File: config.mk
export PLATFORM = sky130hd
export DESIGN_NAME = fbb_pad
export DESIGN_NICKNAME = d
export VERILOG_FILES = /design/src/foreground_bounding_box_assert.svh /design/src/fbb_pkg.sv /design/src/fbb_pad.sv
export SDC_FILE = /design/constraint.sdc
export NUM_CORES = 1
export LEC_CHECK = 0
export ABC_CLOCK_PERIOD_IN_PS = 5110
export BUFFER_PORTS_ARGS = -buffer_cell sky130_fd_sc_hd__buf_2
export CAP_MARGIN = 20
export CORE_ASPECT_RATIO = 0.6
export CORE_UTILIZATION = 50
export CTS_CLUSTER_DIAMETER = 200
export CTS_CLUSTER_SIZE = 24
export DETAILED_ROUTE_END_ITERATION = 8
export PLACE_DENSITY_LB_ADDON = 0.3
export RECOVER_POWER = 50
export SLEW_MARGIN = 20
export SYNTH_ARGS = -nofsm -noshare
export SYNTH_HDL_FRONTEND = slang
export SYNTH_SLANG_ARGS = --single-unit
File: constraint.sdc
create_clock -name clk -period 5.11 [get_ports clk]
set_input_delay 0.511 -clock clk [delete_from_list [all_inputs] [get_ports clk]]
set_output_delay 0.511 -clock clk [all_outputs]
set_load 0.01 [all_outputs]
File: src/foreground_bounding_box_assert.svh
// assertion macros for the foreground bounding box block
// used by foreground_bounding_box.sv, no other dependencies
`ifndef FOREGROUND_BOUNDING_BOX_ASSERT_SVH
`define FOREGROUND_BOUNDING_BOX_ASSERT_SVH

// same-cycle implication, disabled in reset
`define FBB_ASSERT_NOW(lbl, clk, rst_n, ante, cons) \
    lbl: assert property (@(posedge clk) disable iff (!rst_n) (ante) |-> (cons)) \
        else $error("fbb same-cycle check failed");

// next-cycle implication, disabled in reset
`define FBB_ASSERT_NEXT(lbl, clk, rst_n, ante, cons) \
    lbl: assert property (@(posedge clk) disable iff (!rst_n) (ante) |=> (cons)) \
        else $error("fbb next-cycle check failed");

`endif

File: src/fbb_pkg.sv
// shared constants, types and helpers for the foreground bounding box block
// no dependencies
`timescale 1ns / 1ps
`default_nettype none

package fbb_pkg;

    localparam int MAX_WIDTH  = 256;
    localparam int MAX_HEIGHT = 256;

    localparam int MIN_SIZE      = 5;
    localparam int CORNER        = 5;
    localparam int CORNER_BLOCKS = 4;
    localparam int PAD_MIN       = 2;
    localparam int PAD_DIV       = 10;
    localparam int BG_DIV        = CORNER_BLOCKS * CORNER * CORNER;

    localparam int DEF_WIDTH     = 256;
    localparam int DEF_HEIGHT    = 256;
    localparam int DEF_THRESHOLD = 30;

    localparam int PIX_W      = 8;
    localparam int OUT_W      = 8;
    localparam int SIZE_W     = 9;
    localparam int THR_W      = 8;
    localparam int REG_IDX_W  = 2;
    localparam int REG_DATA_W = 9;

    localparam int COL_W   = $clog2(MAX_WIDTH);
    localparam int ROW_W   = $clog2(MAX_HEIGHT);
    localparam int COORD_W = (COL_W > ROW_W) ? COL_W : ROW_W;
    localparam int DIM_W   = COORD_W + 1;
    localparam int ADDR_W  = COL_W + ROW_W;
    localparam int STORE_DEPTH = 1 << ADDR_W;

    localparam int CORNER_CNT_W = $clog2(CORNER);
    localparam int BLK_W        = $clog2(CORNER_BLOCKS);
    localparam int SUM_W        = $clog2(BG_DIV * ((1 << PIX_W) - 1) + 1);

    // divide by constants through reciprocal multiply
    localparam int BG_SHIFT   = 19;
    localparam int BG_RECIP   = ((1 << BG_SHIFT) + BG_DIV - 1) / BG_DIV;
    localparam int BG_RECIP_W = $clog2(BG_RECIP + 1);
    localparam int BG_PROD_W  = SUM_W + BG_RECIP_W;

    localparam int PAD_SHIFT  = 16;
    localparam int PAD_RECIP  = ((1 << PAD_SHIFT) + PAD_DIV - 1) / PAD_DIV;
    localparam int PAD_PROD_W = PAD_SHIFT + DIM_W;

    localparam logic [REG_IDX_W-1:0] REG_FRAME_WIDTH  = REG_IDX_W'(0);
    localparam logic [REG_IDX_W-1:0] REG_FRAME_HEIGHT = REG_IDX_W'(1);
    localparam logic [REG_IDX_W-1:0] REG_FG_THRESHOLD = REG_IDX_W'(2);

    typedef logic [PIX_W-1:0]      pixel_t;
    typedef logic [OUT_W-1:0]      out_coord_t;
    typedef logic [SIZE_W-1:0]     cfg_size_t;
    typedef logic [THR_W-1:0]      thr_t;
    typedef logic [REG_IDX_W-1:0]  reg_idx_t;
    typedef logic [REG_DATA_W-1:0] reg_data_t;
    typedef logic [COORD_W-1:0]    coord_t;
    typedef logic [DIM_W-1:0]      dim_t;
    typedef logic [ADDR_W-1:0]     addr_t;
    typedef logic [SUM_W-1:0]      sum_t;

    typedef struct packed {
        dim_t width;
        dim_t height;
        thr_t threshold;
    } frame_cfg_t;

    typedef struct packed {
        logic  en;
        addr_t addr;
    } mem_rd_t;

    typedef struct packed {
        logic   found;
        coord_t min_x;
        coord_t min_y;
        coord_t max_x;
        coord_t max_y;
    } box_t;

    typedef struct packed {
        logic done;
        box_t box;
    } scan_status_t;

    typedef struct packed {
        out_coord_t left;
        out_coord_t top;
        out_coord_t right;
        out_coord_t bottom;
        logic       found;
    } result_t;

    function automatic addr_t store_addr(coord_t x, coord_t y);
        return {y[ROW_W-1:0], x[COL_W-1:0]};
    endfunction

    function automatic dim_t clamp_size(cfg_size_t v, int maxv);
        if (v < SIZE_W'(MIN_SIZE))
            return DIM_W'(MIN_SIZE);
        if (int'(v) > maxv)
            return DIM_W'(maxv);
        return DIM_W'(v);
    endfunction

endpackage

`default_nettype wire

File: src/fbb_pad.sv
// pads the found box by max(2, extent/10) per axis and clamps it to the frame
// depends on fbb_pkg
`timescale 1ns / 1ps
`default_nettype none

module fbb_pad (
    input  wire logic                clk,
    input  wire logic                rst_n,
    input  wire logic                start,
    input  wire fbb_pkg::box_t       box,
    input  wire fbb_pkg::frame_cfg_t cfg,
    output logic                     valid,
    output fbb_pkg::result_t         res
);
    import fbb_pkg::*;

    typedef logic [PAD_PROD_W-1:0] pad_prod_t;
    typedef logic [DIM_W:0]        wide_t;

    function automatic dim_t pad_select(pad_prod_t prod);
        dim_t p;
        p = prod[PAD_SHIFT +: DIM_W];
        if (p < DIM_W'(PAD_MIN))
            return DIM_W'(PAD_MIN);
        return p;
    endfunction

    logic      v1_reg;
    logic      valid_reg;
    box_t      box_reg;
    pad_prod_t prod_x_reg;
    pad_prod_t prod_y_reg;
    result_t   res_reg, res_next;

    dim_t  ext_x;
    dim_t  ext_y;
    dim_t  pad_x;
    dim_t  pad_y;
    dim_t  lo_x;
    dim_t  lo_y;
    wide_t hi_x;
    wide_t hi_y;
    wide_t lim_x;
    wide_t lim_y;

    assign ext_x = DIM_W'(box.max_x) - DIM_W'(box.min_x) + DIM_W'(1);
    assign ext_y = DIM_W'(box.max_y) - DIM_W'(box.min_y) + DIM_W'(1);

    assign pad_x = pad_select(prod_x_reg);
    assign pad_y = pad_select(prod_y_reg);
    assign lim_x = (DIM_W + 1)'(cfg.width) - (DIM_W + 1)'(1);
    assign lim_y = (DIM_W + 1)'(cfg.height) - (DIM_W + 1)'(1);

    always_comb
    begin
        lo_x = ({1'b0, box_reg.min_x} > pad_x) ? (DIM_W'(box_reg.min_x) - pad_x) : '0;
        lo_y = ({1'b0, box_reg.min_y} > pad_y) ? (DIM_W'(box_reg.min_y) - pad_y) : '0;
        hi_x = (DIM_W + 1)'(box_reg.max_x) + (DIM_W + 1)'(pad_x);
        hi_y = (DIM_W + 1)'(box_reg.max_y) + (DIM_W + 1)'(pad_y);
        if (hi_x > lim_x)
            hi_x = lim_x;
        if (hi_y > lim_y)
            hi_y = lim_y;

        if (box_reg.found)
        begin
            res_next.left   = OUT_W'(lo_x);
            res_next.top    = OUT_W'(lo_y);
            res_next.right  = OUT_W'(hi_x);
            res_next.bottom = OUT_W'(hi_y);
            res_next.found  = 1'b1;
        end
        else
        begin
            res_next.left   = '0;
            res_next.top    = '0;
            res_next.right  = OUT_W'(lim_x);
            res_next.bottom = OUT_W'(lim_y);
            res_next.found  = 1'b0;
        end
    end

    always_ff @(posedge clk or negedge rst_n)
    begin
        if (!rst_n)
        begin
            v1_reg    <= 1'b0;
            valid_reg <= 1'b0;
        end
        else
        begin
            v1_reg    <= start;
            valid_reg <= v1_reg;
        end
    end

    always_ff @(posedge clk)
    begin
        if (start)
        begin
            box_reg    <= box;
            prod_x_reg <= PAD_PROD_W'(ext_x) * PAD_PROD_W'(PAD_RECIP);
            prod_y_reg <= PAD_PROD_W'(ext_y) * PAD_PROD_W'(PAD_RECIP);
        end
        if (v1_reg)
        begin
            res_reg <= res_next;
        end
    end

    assign valid = valid_reg;
    assign res   = res_reg;

endmodule

`default_nettype wire

==> summary.json <==
{
  "clock_network": {
    "ctsHtreeMaxLevel": 3,
    "cts-root-buf": "clkbuf_16",
    "cts_made_buffers": 9,
    "clock_path_buffers": 2,
    "cts_tree": "done",
    "cts_num_sinks": 80,
    "clock_pin_slew_reported_for_the_worst_setup_and_hold_paths_after_clock_tree_synthesis_ps": 60,
    "clk-insertion-delay-late_ps": 340
  },
  "finish": {
    "fillerInstances": 1246,
    "layout.core_utilization_pct": 68.3,
    "register_area_mm2": 0.00239,
    "finish.net_count": 1342,
    "drive_gt1_share_pct": 32.9,
    "multi_input_area_mm2": 0.00604,
    "instances_no_fill": 1303,
    "area.growth.synth_to_final_pct": 31.5,
    "antenna_cells_inserted": 0
  },
  "yosys": {
    "netlist-cell-type-count": 65,
    "syn-cell-area_mm2": 0.00856,
    "ys.flop_type": "edfxtp_1",
    "yosysSeqAreaShare_pct": 27.9,
    "synthCells": 844,
    "postSynth.asyncResetShare_pct": 2.50,
    "synth_enable_flop_cells": 78,
    "synth.ff_latch_count": 80,
    "syn_warnings": 0,
    "average_cell_area_after_synthesis_um2": 10.1,
    "synth_fp_nets": 1116
  },
  "setup_path": {
    "cp-end-kind": "flip-flop",
    "worst_ep_arrival_time_ps": 5460,
    "worst_r2r_endpoint": "res[15]",
    "startpoint_types": "input port",
    "crit-reg2reg-launch": "prod_x_reg[20]",
    "r2r_cells": 18,
    "critPathMaxStageDelay_ps": 560,
    "worst-r2r-setup-slack_ps": 780,
    "timing.setup.critical_path_class": "in2reg",
    "cell_with_the_largest_stage_delay_on_the_worst_path": "fa_2",
    "cp_max_fo": 2,
    "worstPathRequired_ps": 5190,
    "worst_setup_startpoint": "box[9]"
  },
  "min_path": {
    "hold_end": "box_reg[32]",
    "holdCritPathClass": "in2reg",
    "timing.hold.worst.start": "box[32]",
    "min_delay_path_depth": 1
  },
  "timing": {
    "clock.fmax_mhz": 186,
    "setup-tns-final_ps": -1980,
    "setup_ws_ps": -274,
    "report.final.hold_viol_count": 0,
    "slew_headroom_pct": 32.7,
    "worst_clock_skew_ps": 9.06,
    "setup_viol": 10,
    "maxSlewViolCount": 0,
    "measured_slew_at_the_worst_slew_check_pin_ps": 1010,
    "layout_worst_path_cycle_share_pct": 105,
    "min_period_ps": 5380,
    "unrepaired_setup_endpoints_after_global_routing": "true"
  },
  "die": {
    "ios": 96,
    "floorplan.initialDensity_pct": 51.9,
    "std_cell_rows": 36,
    "dieWidth_um": 171,
    "die_y_um": 103,
    "floorplan.die_area_mm2": 0.0177,
    "core_area_mm2": 0.0165
  },
  "grt": {
    "gr-usage-all-layers_pct": 22.5,
    "first_global_vias": 6178,
    "grt_antenna_before_repair": 0,
    "grt_pass1_wl_um": 30500,
    "grt_start_max_net_pins": 47,
    "grt_remaining_overflow": 0
  },
  "detailed_routing": {
    "met3_wirelength_um": 725,
    "firstDrtPassIters": 7,
    "amount_of_wire_on_met2_after_detailed_routing_um": 7640,
    "remaining_drc_errors": 0,
    "drtAntennaViolNets": 0,
    "drt-total-wl_um": 19100,
    "met1_length_um": 10600,
    "via_total_after_detailed_routing": 6523,
    "routed.top_layer": "met4",
    "route.detailed.vias_per_inst": 5.01,
    "route.detailed.wl_per_inst_um": 14.6,
    "drt-initial-drc-count": 388
  },
  "placement": {
    "numPortBuffers": 87,
    "placed_cells": 1265,
    "place.detailed.hpwl_um": 15600,
    "globalplace.congestion": 0.869,
    "post-place-ws_ps": -1010
  },
  "outcome": {
    "result_of_the_run": "finished, violations left",
    "violations": "setup timing"
  },
  "job": {
    "max-cap-violations": 0
  }
}
cell families after synthesis:
| family | Yosys count | synth area share, % |
|---|---|---|
| buffers and inverters | 188 | 8.33 |
| multiplexers | 19 | 2.29 |
| AND/OR/NAND/NOR | 151 | 9.41 |
| AO/OA/AOI/OAI | 147 | 12.0 |
| XOR/XNOR | 49 | 5.17 |
| flip-flops | 80 | 27.9 |
| adder cells (fa/ha/maj) | 210 | 34.9 |
worst max-delay path, delay by kind of cell:
kind / cells / cell delay [ps]
buffers and inverters: 8 / 450
xor gates and xnor gates: 1 / 240
AOI/OAI and AO/OA: 6 / 1370
muxes: 1 / 120
adders and majority gates: 8 / 2560
and+or+nand+nor: 2 / 210
through the flow:
stage	cell area, um2	hold slack, ps
floorplan	8740	215
global placement	10300	305
detailed placement	10300	309
CTS	11000	355
global route	11300	352
finish	11300	357
cells in the mapped netlist, drive strengths merged (3+ instances only):
library cell | number | area (um2)
nand4 | 3 | 18.8
o21ai | 17 | 85.1
or3 | 4 | 26.3
nor3 | 14 | 81.3
a21oi | 46 | 230
or4 | 4 | 33.8
and2 | 7 | 43.8
a221oi | 5 | 50.0
or3b | 3 | 26.3
or2 | 9 | 56.3
nand3 | 8 | 40.0
a21boi | 8 | 71.3
a211oi | 5 | 37.5
nand2b | 3 | 18.8
o31a | 3 | 27.5
nor4 | 7 | 58.8
mux2i | 17 | 170
o21a | 13 | 97.6
o211ai | 8 | 65.1
edfxtp | 78 | 2340
ha | 162 | 2030
nor2b | 11 | 68.8
nand3b | 4 | 30.0
fa | 48 | 961
xor2 | 12 | 105
clkbuf | 8 | 30.0
o21bai | 5 | 37.5
inv | 179 | 672
nand2 | 30 | 120
a22oi | 4 | 35.0
xnor2 | 36 | 315
nor2 | 39 | 146
a21o | 13 | 97.6
repair_timing:
item,4_1_cts,5_1_grt
buffers inserted,19,8
gates resized for setup,53,42
hold buffers,1,0
setup endpoints to repair,11,12
hold endpoints to repair,2,0
pin swaps,45,45
cell usage in the layout (no fill, tap or decap), types with 8 or more instances in the layout:
cell type / netlist / layout
inv_1: 179 / 161
buf_2: 0 / 83
buf_4: 0 / 130
xor2_1: 12 / 12
ha_1: 162 / 142
o21a_1: 13 / 13
nor2_1: 39 / 36
a21oi_1: 46 / 37
or2_2: 9 / 8
a21o_1: 13 / 12
clkbuf_16: 0 / 9
inv_2: 0 / 15
edfxtp_1: 78 / 78
fa_2: 0 / 8
mux2i_1: 17 / 17
nor2b_1: 11 / 9
xnor2_1: 36 / 31
nor3_1: 13 / 12
fa_1: 48 / 40
o21ai_0: 17 / 12
nand2_1: 29 / 28
ha_4: 0 / 18
metal layers:
layer / global-route usage (%) / up-vias
met5: 0 / -
met4: 4.05 / 0
met3: 3.04 / 8
met2: 32.0 / 138
met1: 36.1 / 3009
li1: - / 3368
worst max-delay path by stage:
| stage | end | cells after the start | slack (ps) |
|---|---|---|---|
| after floorplan | prod_x_reg[21] | 25 | -360 |
| after global placement | prod_y_reg[21] | 23 | -940 |
| after detailed placement | prod_y_reg[21] | 23 | -1010 |
| after CTS | prod_y_reg[21] | 23 | -320 |
| after global routing | prod_y_reg[21] | 23 | -510 |
| final | prod_x_reg[21] | 26 | -270 |
final cells by class:
type / count / area share, %
Clock buffer: 13 / 2.31
Multi-Input combinational cell: 576 / 53.6
Inverter: 179 / 6.12
Sequential cell: 80 / 21.2
Clock inverter: 3 / 0.578
Tap cell: 228 / 2.53
Timing Repair Buffer: 224 / 13.6
Power is left out: the tool's default activity adds up to more than one toggle a clock period on the data nets, which glitch-free logic cannot reach.
