--- src/foreground_bounding_box_assert.svh ---
// assertion macros for the foreground bounding box block
// used by foreground_bounding_box.sv, no other dependencies
`ifndef FOREGROUND_BOUNDING_BOX_ASSERT_SVH
`define FOREGROUND_BOUNDING_BOX_ASSERT_SVH

// same-cycle implication, disabled in reset
`define FBB_ASSERT_NOW(lbl, clk, rst_n, ante, cons) \
    lbl: assert property (@(posedge clk) disable iff (!rst_n) (ante) |-> (cons)) \
        else $error("fbb same-cycle check failed");

// next-cycle implication, disabled in reset
`define FBB_ASSERT_NEXT(lbl, clk, rst_n, ante, cons) \
    lbl: assert property (@(posedge clk) disable iff (!rst_n) (ante) |=> (cons)) \
        else $error("fbb next-cycle check failed");

`endif

--- src/fbb_pkg.sv ---
// shared constants, types and helpers for the foreground bounding box block
// no dependencies
`timescale 1ns / 1ps
`default_nettype none

package fbb_pkg;

    localparam int MAX_WIDTH  = 256;
    localparam int MAX_HEIGHT = 256;

    localparam int MIN_SIZE      = 5;
    localparam int CORNER        = 5;
    localparam int CORNER_BLOCKS = 4;
    localparam int PAD_MIN       = 2;
    localparam int PAD_DIV       = 10;
    localparam int BG_DIV        = CORNER_BLOCKS * CORNER * CORNER;

    localparam int DEF_WIDTH     = 256;
    localparam int DEF_HEIGHT    = 256;
    localparam int DEF_THRESHOLD = 30;

    localparam int PIX_W      = 8;
    localparam int OUT_W      = 8;
    localparam int SIZE_W     = 9;
    localparam int THR_W      = 8;
    localparam int REG_IDX_W  = 2;
    localparam int REG_DATA_W = 9;

    localparam int COL_W   = $clog2(MAX_WIDTH);
    localparam int ROW_W   = $clog2(MAX_HEIGHT);
    localparam int COORD_W = (COL_W > ROW_W) ? COL_W : ROW_W;
    localparam int DIM_W   = COORD_W + 1;
    localparam int ADDR_W  = COL_W + ROW_W;
    localparam int STORE_DEPTH = 1 << ADDR_W;

    localparam int CORNER_CNT_W = $clog2(CORNER);
    localparam int BLK_W        = $clog2(CORNER_BLOCKS);
    localparam int SUM_W        = $clog2(BG_DIV * ((1 << PIX_W) - 1) + 1);

    // divide by constants through reciprocal multiply
    localparam int BG_SHIFT   = 19;
    localparam int BG_RECIP   = ((1 << BG_SHIFT) + BG_DIV - 1) / BG_DIV;
    localparam int BG_RECIP_W = $clog2(BG_RECIP + 1);
    localparam int BG_PROD_W  = SUM_W + BG_RECIP_W;

    localparam int PAD_SHIFT  = 16;
    localparam int PAD_RECIP  = ((1 << PAD_SHIFT) + PAD_DIV - 1) / PAD_DIV;
    localparam int PAD_PROD_W = PAD_SHIFT + DIM_W;

    localparam logic [REG_IDX_W-1:0] REG_FRAME_WIDTH  = REG_IDX_W'(0);
    localparam logic [REG_IDX_W-1:0] REG_FRAME_HEIGHT = REG_IDX_W'(1);
    localparam logic [REG_IDX_W-1:0] REG_FG_THRESHOLD = REG_IDX_W'(2);

    typedef logic [PIX_W-1:0]      pixel_t;
    typedef logic [OUT_W-1:0]      out_coord_t;
    typedef logic [SIZE_W-1:0]     cfg_size_t;
    typedef logic [THR_W-1:0]      thr_t;
    typedef logic [REG_IDX_W-1:0]  reg_idx_t;
    typedef logic [REG_DATA_W-1:0] reg_data_t;
    typedef logic [COORD_W-1:0]    coord_t;
    typedef logic [DIM_W-1:0]      dim_t;
    typedef logic [ADDR_W-1:0]     addr_t;
    typedef logic [SUM_W-1:0]      sum_t;

    typedef struct packed {
        dim_t width;
        dim_t height;
        thr_t threshold;
    } frame_cfg_t;

    typedef struct packed {
        logic  en;
        addr_t addr;
    } mem_rd_t;

    typedef struct packed {
        logic   found;
        coord_t min_x;
        coord_t min_y;
        coord_t max_x;
        coord_t max_y;
    } box_t;

    typedef struct packed {
        logic done;
        box_t box;
    } scan_status_t;

    typedef struct packed {
        out_coord_t left;
        out_coord_t top;
        out_coord_t right;
        out_coord_t bottom;
        logic       found;
    } result_t;

    function automatic addr_t store_addr(coord_t x, coord_t y);
        return {y[ROW_W-1:0], x[COL_W-1:0]};
    endfunction

    function automatic dim_t clamp_size(cfg_size_t v, int maxv);
        if (v < SIZE_W'(MIN_SIZE))
            return DIM_W'(MIN_SIZE);
        if (int'(v) > maxv)
            return DIM_W'(maxv);
        return DIM_W'(v);
    endfunction

endpackage

`default_nettype wire

--- src/fbb_scan.sv ---
// read sequencer: corner sum, background level, then foreground box scan
// depends on fbb_pkg, reads through fbb_store
`timescale 1ns / 1ps
`default_nettype none

module fbb_scan (
    input  wire logic                clk,
    input  wire logic                rst_n,
    input  wire logic                start,
    input  wire fbb_pkg::frame_cfg_t cfg,
    output fbb_pkg::mem_rd_t         rd,
    input  wire fbb_pkg::pixel_t     rd_data,
    output fbb_pkg::scan_status_t    status
);
    import fbb_pkg::*;

    typedef enum logic [5:0] {
        SC_IDLE    = 6'b000001,
        SC_CORNER  = 6'b000010,
        SC_SUMWAIT = 6'b000100,
        SC_MEAN    = 6'b001000,
        SC_SCAN    = 6'b010000,
        SC_FLUSH   = 6'b100000
    } scan_state_t;

    scan_state_t state_reg, state_next;

    logic [CORNER_CNT_W-1:0] dx_reg, dx_next;
    logic [CORNER_CNT_W-1:0] dy_reg, dy_next;
    logic [BLK_W-1:0]        blk_reg, blk_next;
    coord_t                  sx_reg, sx_next;
    coord_t                  sy_reg, sy_next;
    logic                    corner_pend_reg, corner_pend_next;
    logic                    scan_pend_reg, scan_pend_next;
    logic                    done_reg, done_next;
    coord_t                  tag_x_reg, tag_x_next;
    coord_t                  tag_y_reg, tag_y_next;
    sum_t                    sum_reg, sum_next;
    logic [BG_PROD_W-1:0]    bg_prod_reg, bg_prod_next;
    box_t                    box_reg, box_next;

    pixel_t bg;
    pixel_t diff;
    logic   is_fg;
    dim_t   base_x;
    dim_t   base_y;
    coord_t cx;
    coord_t cy;
    logic   sx_last;
    logic   sy_last;

    assign bg = bg_prod_reg[BG_SHIFT +: PIX_W];

    always_comb
    begin
        if (rd_data > bg)
            diff = rd_data - bg;
        else
            diff = bg - rd_data;
    end

    assign is_fg = diff > cfg.threshold;

    // corner block origins
    assign base_x = blk_reg[0] ? (cfg.width - DIM_W'(CORNER)) : '0;
    assign base_y = blk_reg[1] ? (cfg.height - DIM_W'(CORNER)) : '0;
    assign cx     = COORD_W'(base_x + DIM_W'(dx_reg));
    assign cy     = COORD_W'(base_y + DIM_W'(dy_reg));

    assign sx_last = ({1'b0, sx_reg} + DIM_W'(1)) == cfg.width;
    assign sy_last = ({1'b0, sy_reg} + DIM_W'(1)) == cfg.height;

    always_comb
    begin
        state_next       = state_reg;
        dx_next          = dx_reg;
        dy_next          = dy_reg;
        blk_next         = blk_reg;
        sx_next          = sx_reg;
        sy_next          = sy_reg;
        corner_pend_next = 1'b0;
        scan_pend_next   = 1'b0;
        done_next        = 1'b0;
        tag_x_next       = sx_reg;
        tag_y_next       = sy_reg;
        sum_next         = sum_reg;
        bg_prod_next     = bg_prod_reg;
        box_next         = box_reg;
        rd.en            = 1'b0;
        rd.addr          = store_addr(sx_reg, sy_reg);

        if (corner_pend_reg)
        begin
            sum_next = sum_reg + SUM_W'(rd_data);
        end

        if (scan_pend_reg && is_fg)
        begin
            box_next.found = 1'b1;
            if (tag_x_reg < box_reg.min_x)
                box_next.min_x = tag_x_reg;
            if (tag_y_reg < box_reg.min_y)
                box_next.min_y = tag_y_reg;
            if (tag_x_reg > box_reg.max_x)
                box_next.max_x = tag_x_reg;
            if (tag_y_reg > box_reg.max_y)
                box_next.max_y = tag_y_reg;
        end

        case (state_reg)
            SC_IDLE:
            begin
                if (start)
                begin
                    dx_next    = '0;
                    dy_next    = '0;
                    blk_next   = '0;
                    sum_next   = '0;
                    state_next = SC_CORNER;
                end
            end
            SC_CORNER:
            begin
                rd.en            = 1'b1;
                rd.addr          = store_addr(cx, cy);
                corner_pend_next = 1'b1;
                if (dx_reg == CORNER_CNT_W'(CORNER - 1))
                begin
                    dx_next = '0;
                    if (dy_reg == CORNER_CNT_W'(CORNER - 1))
                    begin
                        dy_next  = '0;
                        blk_next = blk_reg + BLK_W'(1);
                        if (blk_reg == BLK_W'(CORNER_BLOCKS - 1))
                            state_next = SC_SUMWAIT;
                    end
                    else
                    begin
                        dy_next = dy_reg + CORNER_CNT_W'(1);
                    end
                end
                else
                begin
                    dx_next = dx_reg + CORNER_CNT_W'(1);
                end
            end
            SC_SUMWAIT:
            begin
                state_next = SC_MEAN;
            end
            SC_MEAN:
            begin
                bg_prod_next   = BG_PROD_W'(sum_reg) * BG_PROD_W'(BG_RECIP);
                sx_next        = '0;
                sy_next        = '0;
                box_next.found = 1'b0;
                box_next.min_x = '1;
                box_next.min_y = '1;
                box_next.max_x = '0;
                box_next.max_y = '0;
                state_next     = SC_SCAN;
            end
            SC_SCAN:
            begin
                rd.en          = 1'b1;
                scan_pend_next = 1'b1;
                if (sx_last)
                begin
                    sx_next = '0;
                    sy_next = sy_reg + COORD_W'(1);
                    if (sy_last)
                        state_next = SC_FLUSH;
                end
                else
                begin
                    sx_next = sx_reg + COORD_W'(1);
                end
            end
            SC_FLUSH:
            begin
                done_next  = 1'b1;
                state_next = SC_IDLE;
            end
            default:
            begin
                state_next = SC_IDLE;
            end
        endcase
    end

    always_ff @(posedge clk or negedge rst_n)
    begin
        if (!rst_n)
        begin
            state_reg       <= SC_IDLE;
            corner_pend_reg <= 1'b0;
            scan_pend_reg   <= 1'b0;
            done_reg        <= 1'b0;
        end
        else
        begin
            state_reg       <= state_next;
            corner_pend_reg <= corner_pend_next;
            scan_pend_reg   <= scan_pend_next;
            done_reg        <= done_next;
        end
    end

    always_ff @(posedge clk)
    begin
        dx_reg      <= dx_next;
        dy_reg      <= dy_next;
        blk_reg     <= blk_next;
        sx_reg      <= sx_next;
        sy_reg      <= sy_next;
        tag_x_reg   <= tag_x_next;
        tag_y_reg   <= tag_y_next;
        sum_reg     <= sum_next;
        bg_prod_reg <= bg_prod_next;
        box_reg     <= box_next;
    end

    assign status.done = done_reg;
    assign status.box  = box_reg;

endmodule

`default_nettype wire

--- config.mk ---
export PLATFORM = sky130hd
export DESIGN_NAME = fbb_scan
export DESIGN_NICKNAME = d
export VERILOG_FILES = /design/src/foreground_bounding_box_assert.svh /design/src/fbb_pkg.sv /design/src/fbb_scan.sv
export SDC_FILE = /design/constraint.sdc
export NUM_CORES = 1
export LEC_CHECK = 0
export BUFFER_PORTS_ARGS = -buffer_cell sky130_fd_sc_hd__buf_2
export CAP_MARGIN = 20
export CELL_PAD_IN_SITES_DETAIL_PLACEMENT = 1
export CELL_PAD_IN_SITES_GLOBAL_PLACEMENT = 2
export CORE_UTILIZATION = 40
export DETAILED_ROUTE_END_ITERATION = 10
export PLACE_DENSITY = 0.87
export SYNTH_ARGS = -nofsm -noshare
export SYNTH_HDL_FRONTEND = slang
export SYNTH_SLANG_ARGS = --single-unit
--- constraint.sdc ---
create_clock -name clk -period 14 [get_ports clk]
set_input_delay 2.8 -clock clk [delete_from_list [all_inputs] [get_ports clk]]
set_output_delay 2.8 -clock clk [all_outputs]
set_load 0.005 [all_outputs]
==> impl_summary.log, run 1 <==
INFO  metric critPathMaxFanout = 4
INFO  metric ios = about 90
INFO  metric number_of_hold_slack_violations_in_the_final_timing_report = 0
INFO  metric grtUsageTotal = 0.208
INFO  metric cts_sinks = around 110
INFO  metric layout-area-overhead-vs-synth = 10.3%
INFO  metric setup.worst_path.class = input port to primary output
INFO  metric worst_ep_required_time = 11.20 ns
INFO  metric die_height = 164 µm
INFO  metric grt.overflow.total = 0
INFO  metric core_occupancy_in_the_finished_layout = 0.447
INFO  metric placeableCoreArea = roughly 0.026 mm²
INFO  metric peakVddDrop = ~0.17 mV
INFO  metric ys_seq_area_frac = 0.234
INFO  metric fp.dieW = 164 µm
INFO  metric clock.fmax = roughly 0.13 GHz
INFO  metric maxSlewViolCount = 0
INFO  metric hold-path-cell-count = 0
INFO  metric cts.root.buffer_cell = clkbuf_16
INFO  metric grt_pass1_wl = between 40 and 50 mm
INFO  metric cts_resized = 0
INFO  metric via_count = between 8000 and 9000
INFO  metric min_from = sx_reg[6]
INFO  metric ys_ff_latch = ~110
INFO  metric largest_reg_flops = 33
INFO  metric synthArstFlopShare = 0.0857
INFO  metric regArea = about 0.0025 mm²
INFO  metric max_cap_viols = 0
INFO  metric synth_fp_nets = between 1000 and 1500
INFO  metric final.setup.tns = 0 ns
INFO  metric 1st_iter_drt_viols = around 320
INFO  metric start_util = 0.406
INFO  metric detail_routed_via_count_per_cell = about 5.3
INFO  metric n_fill_cell = ~3000
INFO  metric final_layout_size_suffix_gt1_frac = 0.103
INFO  metric number_of_warning_messages_in_the_yosys_log = 0
INFO  metric cts_tree = yes
INFO  metric route.detailed.drc = 0
INFO  metric stdcell_count = ~1600
INFO  metric min-delay-path-class = flop to flop
INFO  metric detailedPlace.worstSlack = 6.22 ns
INFO  metric grt_max_degree = 39
INFO  metric finalCritPeriodShare = 0.556
INFO  metric number_of_nets_with_antenna_violations_after_detailed_routing = 0
INFO  metric final_worst_clock_skew = ~0.012 ns
INFO  metric tightestPinTransition = about 0.9 ns
INFO  metric antenna_violations_before_repair = 1
INFO  metric multi_input_comb_area = about 0.0073 mm²
INFO  metric cp-end-kind = primary output
INFO  metric clock_insertion_delay_worst_skew = approximately 0.36 ns
INFO  metric fin_hold_ws = 0.469 ns
INFO  metric numPortBuffers = 87
INFO  metric routed_wirelength = roughly 27 mm
INFO  metric drt-pass1-iter-count = 4
INFO  metric r2r_setup_slack = ~8.3 ns
INFO  metric die_area = 0.0270 mm²
INFO  metric status = completed
INFO  metric htreeDepth = 3
INFO  metric slew_headroom = 0.392
INFO  metric main_flop_type_after_synthesis = dfxtp_1
INFO  metric worstReg2RegEnd = bg_prod_reg[26]
INFO  metric place_inst = 1538
INFO  metric setup_ws = approximately 6.2 ns
INFO  metric placed_cell_area = 0.0113 mm²
INFO  metric hold_buffers = 0
INFO  metric hold-path-endpoint = tag_x_reg[6]
INFO  metric final.min_clock_period = 7.78 ns
INFO  metric dp_hpwl = roughly 22 mm
INFO  metric synth.distinct_cells = 69
INFO  metric leakagePower = about 6.0 nW
INFO  metric cts_made_buffers = 9
INFO  metric cts-root-to-sink-buffers = 2
INFO  metric synthCells = 1141
INFO  metric num_rows = ~60
INFO  metric synth-edff-count = 32
INFO  metric cp-start-kind = input port
INFO  metric unrepaired_setup_endpoints_after_global_routing = false
INFO  metric final_design_area_no_fill = 0.0116 mm²
INFO  metric finalWeightedCongestion = just under 0.9
INFO  metric post_drt_wl_per_cell = 17.2 µm
INFO  metric vias_in_the_first_global_route = about 8800
INFO  metric mapped_cell_area = between 0.01 and 0.015 mm²
INFO  metric setup_viol = 0
INFO  metric p_total = between 1.5 and 2 mW
INFO  metric critPathArrivalTime = 4.98 ns
INFO  metric cts_setup_buffers = 0
INFO  metric r2r-start = sum_reg[9]
INFO  metric p_per_area = approximately 160 mW/mm²
INFO  metric clk_transition_reported_paths = approximately 0.08 ns
INFO  metric syn-mean-instance-area = a little over 9 µm²
INFO  metric final_nets = roughly 1500
INFO  metric n_antenna_cell = 0
INFO  metric worst-r2r-cell-count = 14
[synth_stat cells, types with 4 or more instances]
cell type / instances / share of area
a2111oi_0: 4 / 0.0033
a211oi_1: 8 / 0.0057
a21o_1: 26 / 0.019
a21oi_1: 46 / 0.022
and3_1: 7 / 0.0042
buf_2: 4 / 0.0019
clkbuf_1: 19 / 0.0068
dfrtp_1: 8 / 0.019
dfxtp_1: 64 / 0.12
edfxtp_1: 32 / 0.091
fa_1: 73 / 0.14
ha_1: 179 / 0.21
inv_1: 184 / 0.066
mux2_2: 7 / 0.0075
mux2i_1: 9 / 0.0085
nand2_1: 55 / 0.020
nand2b_1: 9 / 0.0053
nand3_1: 67 / 0.032
nand4_1: 13 / 0.0077
nor2_1: 47 / 0.017
nor2b_1: 19 / 0.011
nor3_1: 18 / 0.0085
nor3b_1: 7 / 0.0050
nor4_1: 4 / 0.0024
o211ai_1: 5 / 0.0036
o21a_1: 14 / 0.010
o21ai_0: 72 / 0.034
o21bai_1: 6 / 0.0043
o22ai_1: 4 / 0.0024
or4_1: 4 / 0.0028
xnor2_1: 37 / 0.031
xor2_1: 34 / 0.028
[how the worst max path moves through the flow]
stage          cells past startpoint    start  slack, ns    end
4_1_cts                           12  cfg[17]       6.21  rd[7]
3_5_place_dp                      12  cfg[17]       6.22  rd[7]
5_1_grt                           12  cfg[17]       5.96  rd[7]
6_report                          12  cfg[17]       6.22  rd[7]
2_1_floorplan                     10  cfg[17]       6.65  rd[7]
3_3_place_gp                      13  cfg[17]       6.28  rd[7]
[where the power goes]
group	switching [mW]	internal [mW]
logic	0.659	0.479
clock network	0.123	0.152
registers	0.0542	0.342
[worst max-delay path, stage by stage]
cell     delay (ns)
buf_2          0.11
inv_1          0.05
ha_1           0.21
nor2b_1        0.25
nor3b_1        0.09
ha_1           0.33
a21oi_1        0.11
or3_1          0.39
nor3_1         0.24
xor2_1         0.17
o21ai_0        0.08
buf_2          0.16
[cells by family (layout without fill, tap and decap cells)]
kind of cell | count (synthesis) | after routing | synth area share
AOI/OAI and AO/OA | 217 | 217 | 0.133
xor gates and xnor gates | 72 | 72 | 0.0611
and+or+nand+nor | 267 | 267 | 0.128
buffers and inverters | 212 | 290 | 0.0772
muxes | 16 | 16 | 0.0160
adders and majority gates | 252 | 252 | 0.351
DFF | 105 | 105 | 0.234
[area by class of cell]
| cell class | count | area share |
|---|---|---|
| clock buffer | 10 | 0.0215 |
| multi-input combinational | 824 | 0.625 |
| tap | 335 | 0.0361 |
| clock inverter | 6 | 0.00603 |
| inverter | 185 | 0.0598 |
| timing repair buffer | 89 | 0.0388 |
| sequential | 105 | 0.212 |
[layer usage]
metal | vias to the layer above | part of all wire | track usage | routed length, µm
li1 | 4044 | - | - | -
met1 | 4124 | 0.46 | 0.265 | 12300
met2 | 95 | 0.48 | 0.357 | 13000
met3 | 25 | 0.041 | 0.0455 | 1100
met4 | 2 | 0.016 | 0.0450 | 420
met5 | - | 0.00037 | 0 | 10
[cell usage in the layout, fill, tap and decap left out, types with 8 or more instances in the layout]
cell	count
o21ai_0	72
nand2_1	55
edfxtp_1	32
dfxtp_1	64
nor3_1	17
xnor2_1	37
nand3_1	67
nand2b_1	9
nand4_1	13
xor2_1	34
a21oi_1	46
o21a_1	14
nor2_1	47
ha_1	179
nor2b_1	19
buf_2	87
a211oi_1	8
mux2i_1	9
inv_1	184
fa_1	73
clkbuf_16	10
dfrtp_1	8
a21o_1	26
(Power assumes the default switching activity.)
==> run 2, diff against run 1 <==
Settings changed: CORE_UTILIZATION 40 to 39, PLACE_DENSITY 0.87 to 0.85.
Clock period 14 ns to 7.9 ns, I/O delays scaled along.
==> run 2 against run 1 <==
  * The flow now finishes with violations (DRC)
  * Critical path depth grew 3
  * Global-route usage shrank 0.53 points
  * Sequential share of layout area grew 0.062 points
  * Setup slack lost 4.0 ns
  * Sequential power grew 77%
  * Via count shrank 0.42%
  * Clock power grew 61%
  * Non-clock buffer count is the same
  * Clock skew shrank 0.0045 ns
  * Total power grew 74%
  * Critical path type is now flop to flop
==> impl_summary.log, run 2 (synthesized netlist as in run 1, its figures left out) <==
INFO  metric unrepaired_setup_endpoints_after_global_routing = false
INFO  metric finalWeightedCongestion = just under 0.9
INFO  metric stdcell_count = around 1600
INFO  metric largest_reg_flops = 33
INFO  metric p_comb_frac = 0.637
INFO  metric routed_wirelength = around 27 mm
INFO  metric n_antenna_cell = 0
INFO  metric max_cap_viols = 0
INFO  metric finalCritPeriodShare = 0.724
INFO  metric critPathArrivalTime = about 6 ns
INFO  metric antenna_violations_before_repair = 0
INFO  metric cp-start-kind = flop
INFO  metric fin_hold_ws = roughly 0.47 ns
INFO  metric cts.root.buffer_cell = clkbuf_16
INFO  metric switching_part_of_the_total = 0.465
INFO  metric fp.dieW = ~170 µm
INFO  metric cts_setup_buffers = 0
INFO  metric cts_resized = 0
INFO  metric setup_viol = 0
INFO  metric numPortBuffers = between 80 and 90
INFO  metric die_area = 0.0277 mm²
INFO  metric min-delay-path-class = flop to flop
INFO  metric worst-r2r-cell-count = 15
INFO  metric setup.worst_path.class = flop to flop
INFO  metric core_occupancy_in_the_finished_layout = 0.441
INFO  metric failing_checks = DRC
INFO  metric ios = 88
INFO  metric grt_max_degree = 39
INFO  metric pwr-share-clk = 0.140
INFO  metric setup_ws = between 2 and 2.5 ns
INFO  metric layout-area-overhead-vs-synth = 9.95%
INFO  metric num_rows = between 50 and 60
INFO  metric 1st_iter_drt_viols = around 290
INFO  metric cts_sinks = 105
INFO  metric leakagePower = slightly below 6 nW
INFO  metric p_per_area = between 200 and 300 mW/mm²
INFO  metric hold_buffers = 0
INFO  metric most-common-layout-cells = 184 x inv_1, 179 x ha_1, 87 x buf_2
INFO  metric via_count = 8255
INFO  metric critPathMaxFanout = 9
INFO  metric route.detailed.drc = 5
INFO  metric r2r_setup_slack = between 2 and 2.5 ns
INFO  metric placeableCoreArea = roughly 0.026 mm²
INFO  metric grtUsageTotal = 0.202
INFO  metric maxSlewViolCount = 0
INFO  metric number_of_hold_slack_violations_in_the_final_timing_report = 0
INFO  metric hold-path-cell-count = 2
INFO  metric cell_internal_pwr = 1.68 mW
INFO  metric final_worst_clock_skew = 0.00745 ns
INFO  metric cts-root-to-sink-buffers = 2
INFO  metric dp_hpwl = around 22 mm
INFO  metric post_drt_wl_per_cell = 17.2 µm
INFO  metric final_nets = 1503
INFO  metric place_inst = about 1500
INFO  metric clk_transition_reported_paths = roughly 0.07 ns
INFO  metric hold-path-endpoint = status[32]
INFO  metric final_layout_size_suffix_gt1_frac = 0.101
INFO  metric grt_pass1_wl = roughly 45 mm
INFO  metric peakVddDrop = 0.172 mV
INFO  metric die_height = around 170 µm
INFO  metric r2r-start = sum_reg[8]
INFO  metric htreeDepth = 3
INFO  metric start_util = 0.401
INFO  metric grt.overflow.total = 0
INFO  metric most_common_cell_after_layout_fill_and_taps_aside = inv_1
INFO  metric cts_tree = yes
INFO  metric clock.fmax = 0.175 GHz
INFO  metric detail_routed_via_count_per_cell = ~5.3
INFO  metric min_from = status[32]
INFO  metric final.min_clock_period = 5.72 ns
INFO  metric final.setup.tns = 0 ns
INFO  metric tightestPinTransition = a little under 0.9 ns
INFO  metric clock_insertion_delay_worst_skew = roughly 0.36 ns
INFO  metric cp-end-kind = flop
INFO  metric cts_made_buffers = 9
INFO  metric seqPwrFrac = 0.223
INFO  metric status = complete, but fails checks
INFO  metric slew_headroom = 0.397
INFO  metric detailedPlace.worstSlack = around 1.9 ns
INFO  metric vias_in_the_first_global_route = ~8800
INFO  metric drt-pass1-iter-count = 7
INFO  metric p_switching = approximately 1.5 mW
INFO  metric worstReg2RegEnd = bg_prod_reg[25]
INFO  metric number_of_nets_with_antenna_violations_after_detailed_routing = 0
INFO  metric worst_ep_required_time = about 8 ns
## run 2: cell types whose count changed in the layout (fill, tap and decap cells not counted), sizes merged
| cell | previous run | this run |
|---|---|---|
| clkbuf | 10 | 12 |
| bufinv | 1 | 0 |
| clkinvlp | 1 | 0 |
| inv | 187 | 185 |
| clkinv | 2 | 4 |
## run 2: final cells by class
cell class,count,area (µm²)
Fill cell,3047,14700
Inverter,185,694
Sequential cell,105,2470
Clock inverter,4,25.0
Timing Repair Buffer,89,454
Clock buffer,12,258
Tap cell,335,419
Multi-Input combinational cell,824,7270
## run 2: how the worst max path moves through the flow
stage | start | endpoint | cells past startpoint
final | sum_reg[8] | bg_prod_reg[25] | 15
after global routing | rd_data[0] | status[1] | 18
after CTS | sum_reg[8] | bg_prod_reg[25] | 15
after detailed placement | rd_data[0] | status[11] | 18
after global placement | rd_data[0] | status[14] | 18
after floorplan | rd_data[0] | status[2] | 19
## run 2: per-layer routing
layer,share of wire,global-route usage,vias to the layer above,wire (µm)
met5,0,0,-,0
met4,0.0087,0.0358,0,231
met3,0.034,0.0317,17,907
met2,0.48,0.341,97,12700
met1,0.48,0.276,4090,12800
li1,-,-,4051,-
## run 2: per-stage QoR
stage | power (mW) | instance area (µm²)
2_1_floorplan | 2.22 | 10500
3_3_place_gp | 2.69 | 11300
3_5_place_dp | 2.77 | 11300
4_1_cts | 3.22 | 11600
5_1_grt | 3.59 | 11600
6_report | 3.15 | 11600
## run 2: power groups by stage
stage	logic, mW	clock network, mW	registers [mW]
finish	2.01	0.442	0.702
global route	2.40	0.469	0.716
CTS	2.06	0.449	0.706
detailed placement	2.05	0	0.719
global placement	1.97	0	0.714
floorplan	1.55	0	0.672
## run 2: critical path, cell delays in order (launching register included)
cell      delay [ns]
dfxtp_1         0.68
fa_1            0.51
ha_1            0.33
fa_1            0.47
fa_1            0.54
inv_1           0.05
fa_1            0.55
inv_1           0.05
ha_1            0.31
a21o_1          0.16
a21oi_1         0.19
o221ai_1        0.19
o21a_1          0.29
o41ai_1         0.81
o21bai_1        0.15
xor2_1          0.18
==> run 3, diff against run 2 <==
Settings changed: CORE_UTILIZATION 39 to 35, PLACE_DENSITY 0.85 to 0.81.
Clock period 7.9 ns to 4.6 ns, I/O delays scaled along.
==> run 3 against run 2 <==
  * The run ends with setup timing left
  * Wire length up 17%
  * Via count up 8.0%
  * Global-route usage down 0.38 points
  * Utilization up 0.86 points
  * Largest power group unchanged
  * Highest routed layer is now met5
==> impl_summary.log, run 3 (synthesized netlist as in run 1, its figures left out) <==
INFO  metric status = complete, but fails checks
INFO  metric failing_checks = setup timing
INFO  metric pwr-share-clk = 0.115
INFO  metric finalCritPeriodShare = 1.05
INFO  metric setup_viol = 6
INFO  metric finalWeightedCongestion = 0.854
INFO  metric switching_part_of_the_total = 0.467
INFO  metric p_comb_frac = 0.717
INFO  metric drt-pass1-iter-count = 6
INFO  metric place_inst = approximately 1700
INFO  metric largest_incremental_delay_on_the_critical_path = 0.52 ns
INFO  metric most-common-layout-cells = 172 x inv_1, 163 x ha_1, 103 x buf_4
INFO  metric maxSlewViolCount = 0
INFO  metric p_switching = around 3.2 mW
INFO  metric htreeDepth = 3
INFO  metric slew_headroom = 0.124
INFO  metric ios = just under 90
INFO  metric final_nets = around 1600
INFO  metric peakVddDrop = about 0.46 mV
INFO  metric critPathMaxFanout = 5
INFO  metric die_area = 0.0308 mm²
INFO  metric final_layout_size_suffix_gt1_frac = 0.267
INFO  metric cp-start-kind = flop
INFO  metric cts_sinks = 105
INFO  metric grt_pass1_wl = just under 50 mm
INFO  metric stdcell_count = 1727
INFO  metric cts-root-to-sink-buffers = 2
INFO  metric grt.overflow.total = 0
INFO  metric p_total = 6.94 mW
INFO  metric dp_hpwl = between 20 and 25 mm
INFO  metric setup.worst_path.class = flop to flop
INFO  metric cts.root.buffer_cell = clkbuf_16
INFO  metric via_count = just under 9000
INFO  metric fin_hold_ws = about 0.41 ns
INFO  metric cp-end-kind = flop
INFO  metric fp.dieW = 176 µm
INFO  metric numPortBuffers = 87
INFO  metric worst_ep_required_time = roughly 4.7 ns
INFO  metric final.setup.tns = -0.805 ns
INFO  metric p_per_area = ~520 mW/mm²
INFO  metric cts_tree = yes
INFO  metric placeableCoreArea = approximately 0.03 mm²
INFO  metric detail_routed_via_count_per_cell = around 5.2
INFO  metric final_worst_clock_skew = around 0.020 ns
INFO  metric vias_in_the_first_global_route = 9420
INFO  metric number_of_hold_slack_violations_in_the_final_timing_report = 0
INFO  metric clock_insertion_delay_worst_skew = ~0.37 ns
INFO  metric clock.fmax = 0.207 GHz
INFO  metric layout-area-overhead-vs-synth = 26.4%
INFO  metric start_util = 0.356
INFO  metric final.min_clock_period = slightly below 5 ns
INFO  metric leakagePower = roughly 6.7 nW
INFO  metric grtUsageTotal = 0.199
INFO  metric 1st_iter_drt_viols = between 200 and 300
INFO  metric number_of_nets_with_antenna_violations_after_detailed_routing = 0
INFO  metric routed_wirelength = between 30 and 40 mm
INFO  metric min-delay-path-class = input port to async pin
INFO  metric critical_path.top_delay_family = adder cells
INFO  metric max_cap_viols = 0
INFO  metric die_height = 176 µm
INFO  metric cell_internal_pwr = about 3.7 mW
INFO  metric grt_max_degree = 39
INFO  metric antenna_violations_before_repair = 3
INFO  metric clk_transition_reported_paths = around 0.090 ns
INFO  metric critPathArrivalTime = approximately 5 ns
INFO  metric route.detailed.drc = 0
INFO  metric post_drt_wl_per_cell = between 15 and 20 µm
INFO  metric setup_ws = -0.233 ns
INFO  metric critical-path-top-cell-by-count = fa_1
INFO  metric num_rows = 63
INFO  metric worstPathCellList = ha_1, fa_1, fa_1, fa_1, inv_1, fa_1, inv_1, ha_4, a21o_1, a21oi_4, o221ai_2, o21a_4, o41ai_4, o21bai_1, xor2_1
INFO  metric tightestPinTransition = 1.31 ns
INFO  metric largest_reg_flops = 33
INFO  metric cp_slowest_cell = fa_1
INFO  metric most_common_cell_after_layout_fill_and_taps_aside = inv_1
INFO  metric timing.critical_path.buf_inv = 2
INFO  metric cts_made_buffers = 9
INFO  metric unrepaired_setup_endpoints_after_global_routing = true
INFO  metric seqPwrFrac = 0.168
[run 3: changes by cell type in the layout (fill, tap and decap cells not counted), sizes merged]
cell / delta
inv: +3
diode: +1
clkinv: -2
clkinvlp: +2
buf: +114
[run 3: cell type report]
class / count / area (µm²)
clock inverters: 7 / 68.8
multi-input cells: 824 / 7860
well taps: 390 / 488
clock buffers: 9 / 225
diodes: 1 / 2.50
inverters: 185 / 699
repair buffers: 206 / 1480
fillers: 3444 / 16300
flip-flops and latches: 105 / 2500
[run 3: stage by stage]
| stage | instance area, µm² | utilization | worst slack (ns) |
|---|---|---|---|
| 5_1_grt | 13300 | 0.449 | -0.323 |
| 4_1_cts | 12700 | 0.430 | -0.0582 |
| 3_3_place_gp | 12200 | 0.410 | -0.212 |
| 2_1_floorplan | 10600 | - | -0.0146 |
| 3_5_place_dp | 12200 | 0.410 | -0.322 |
| 6_report | 13300 | 0.450 | -0.233 |
[run 3: worst paths after layout]
kind | from | to | slack (ns) | depth (start not counted)
worst max register to register | sum_reg[9] | bg_prod_reg[25] | -0.23 | 15
worst min-delay path | rst_n | state_reg[4] | 0.41 | 1
max in group asynchronous | rst_n | state_reg[0] | 3.94 | 1
worst max-delay path | sum_reg[9] | bg_prod_reg[25] | -0.23 | 15
min in group clk | status[1] | status[1] | 0.48 | 2
worst min register to register | status[1] | status[1] | 0.48 | 2
[run 3: power by group through the flow]
stage               Sequential, mW  Clock, mW  Combinational [mW]
floorplan                     1.16          0                2.67
global placement              1.17          0                4.03
detailed placement            1.18          0                4.25
CTS                           1.17      0.816                4.74
global route                  1.18      0.850                5.54
finish                        1.17      0.798                4.97
[run 3: timing repair]
item | CTS | global route
gates resized for setup | 49 | 124
endpoints found under the setup margin | 7 | 40
pin swaps | 30 | 102
buffers inserted | 9 | 9
gates cloned | 0 | 5
hold buffers | 0 | 0
[run 3: metal layers]
layer	vias up	routed length, µm	global-route usage
li1	4292	-	-
met1	4461	14000	0.245
met2	121	15500	0.358
met3	36	974	0.0335
met4	4	660	0.0464
met5	-	23	0
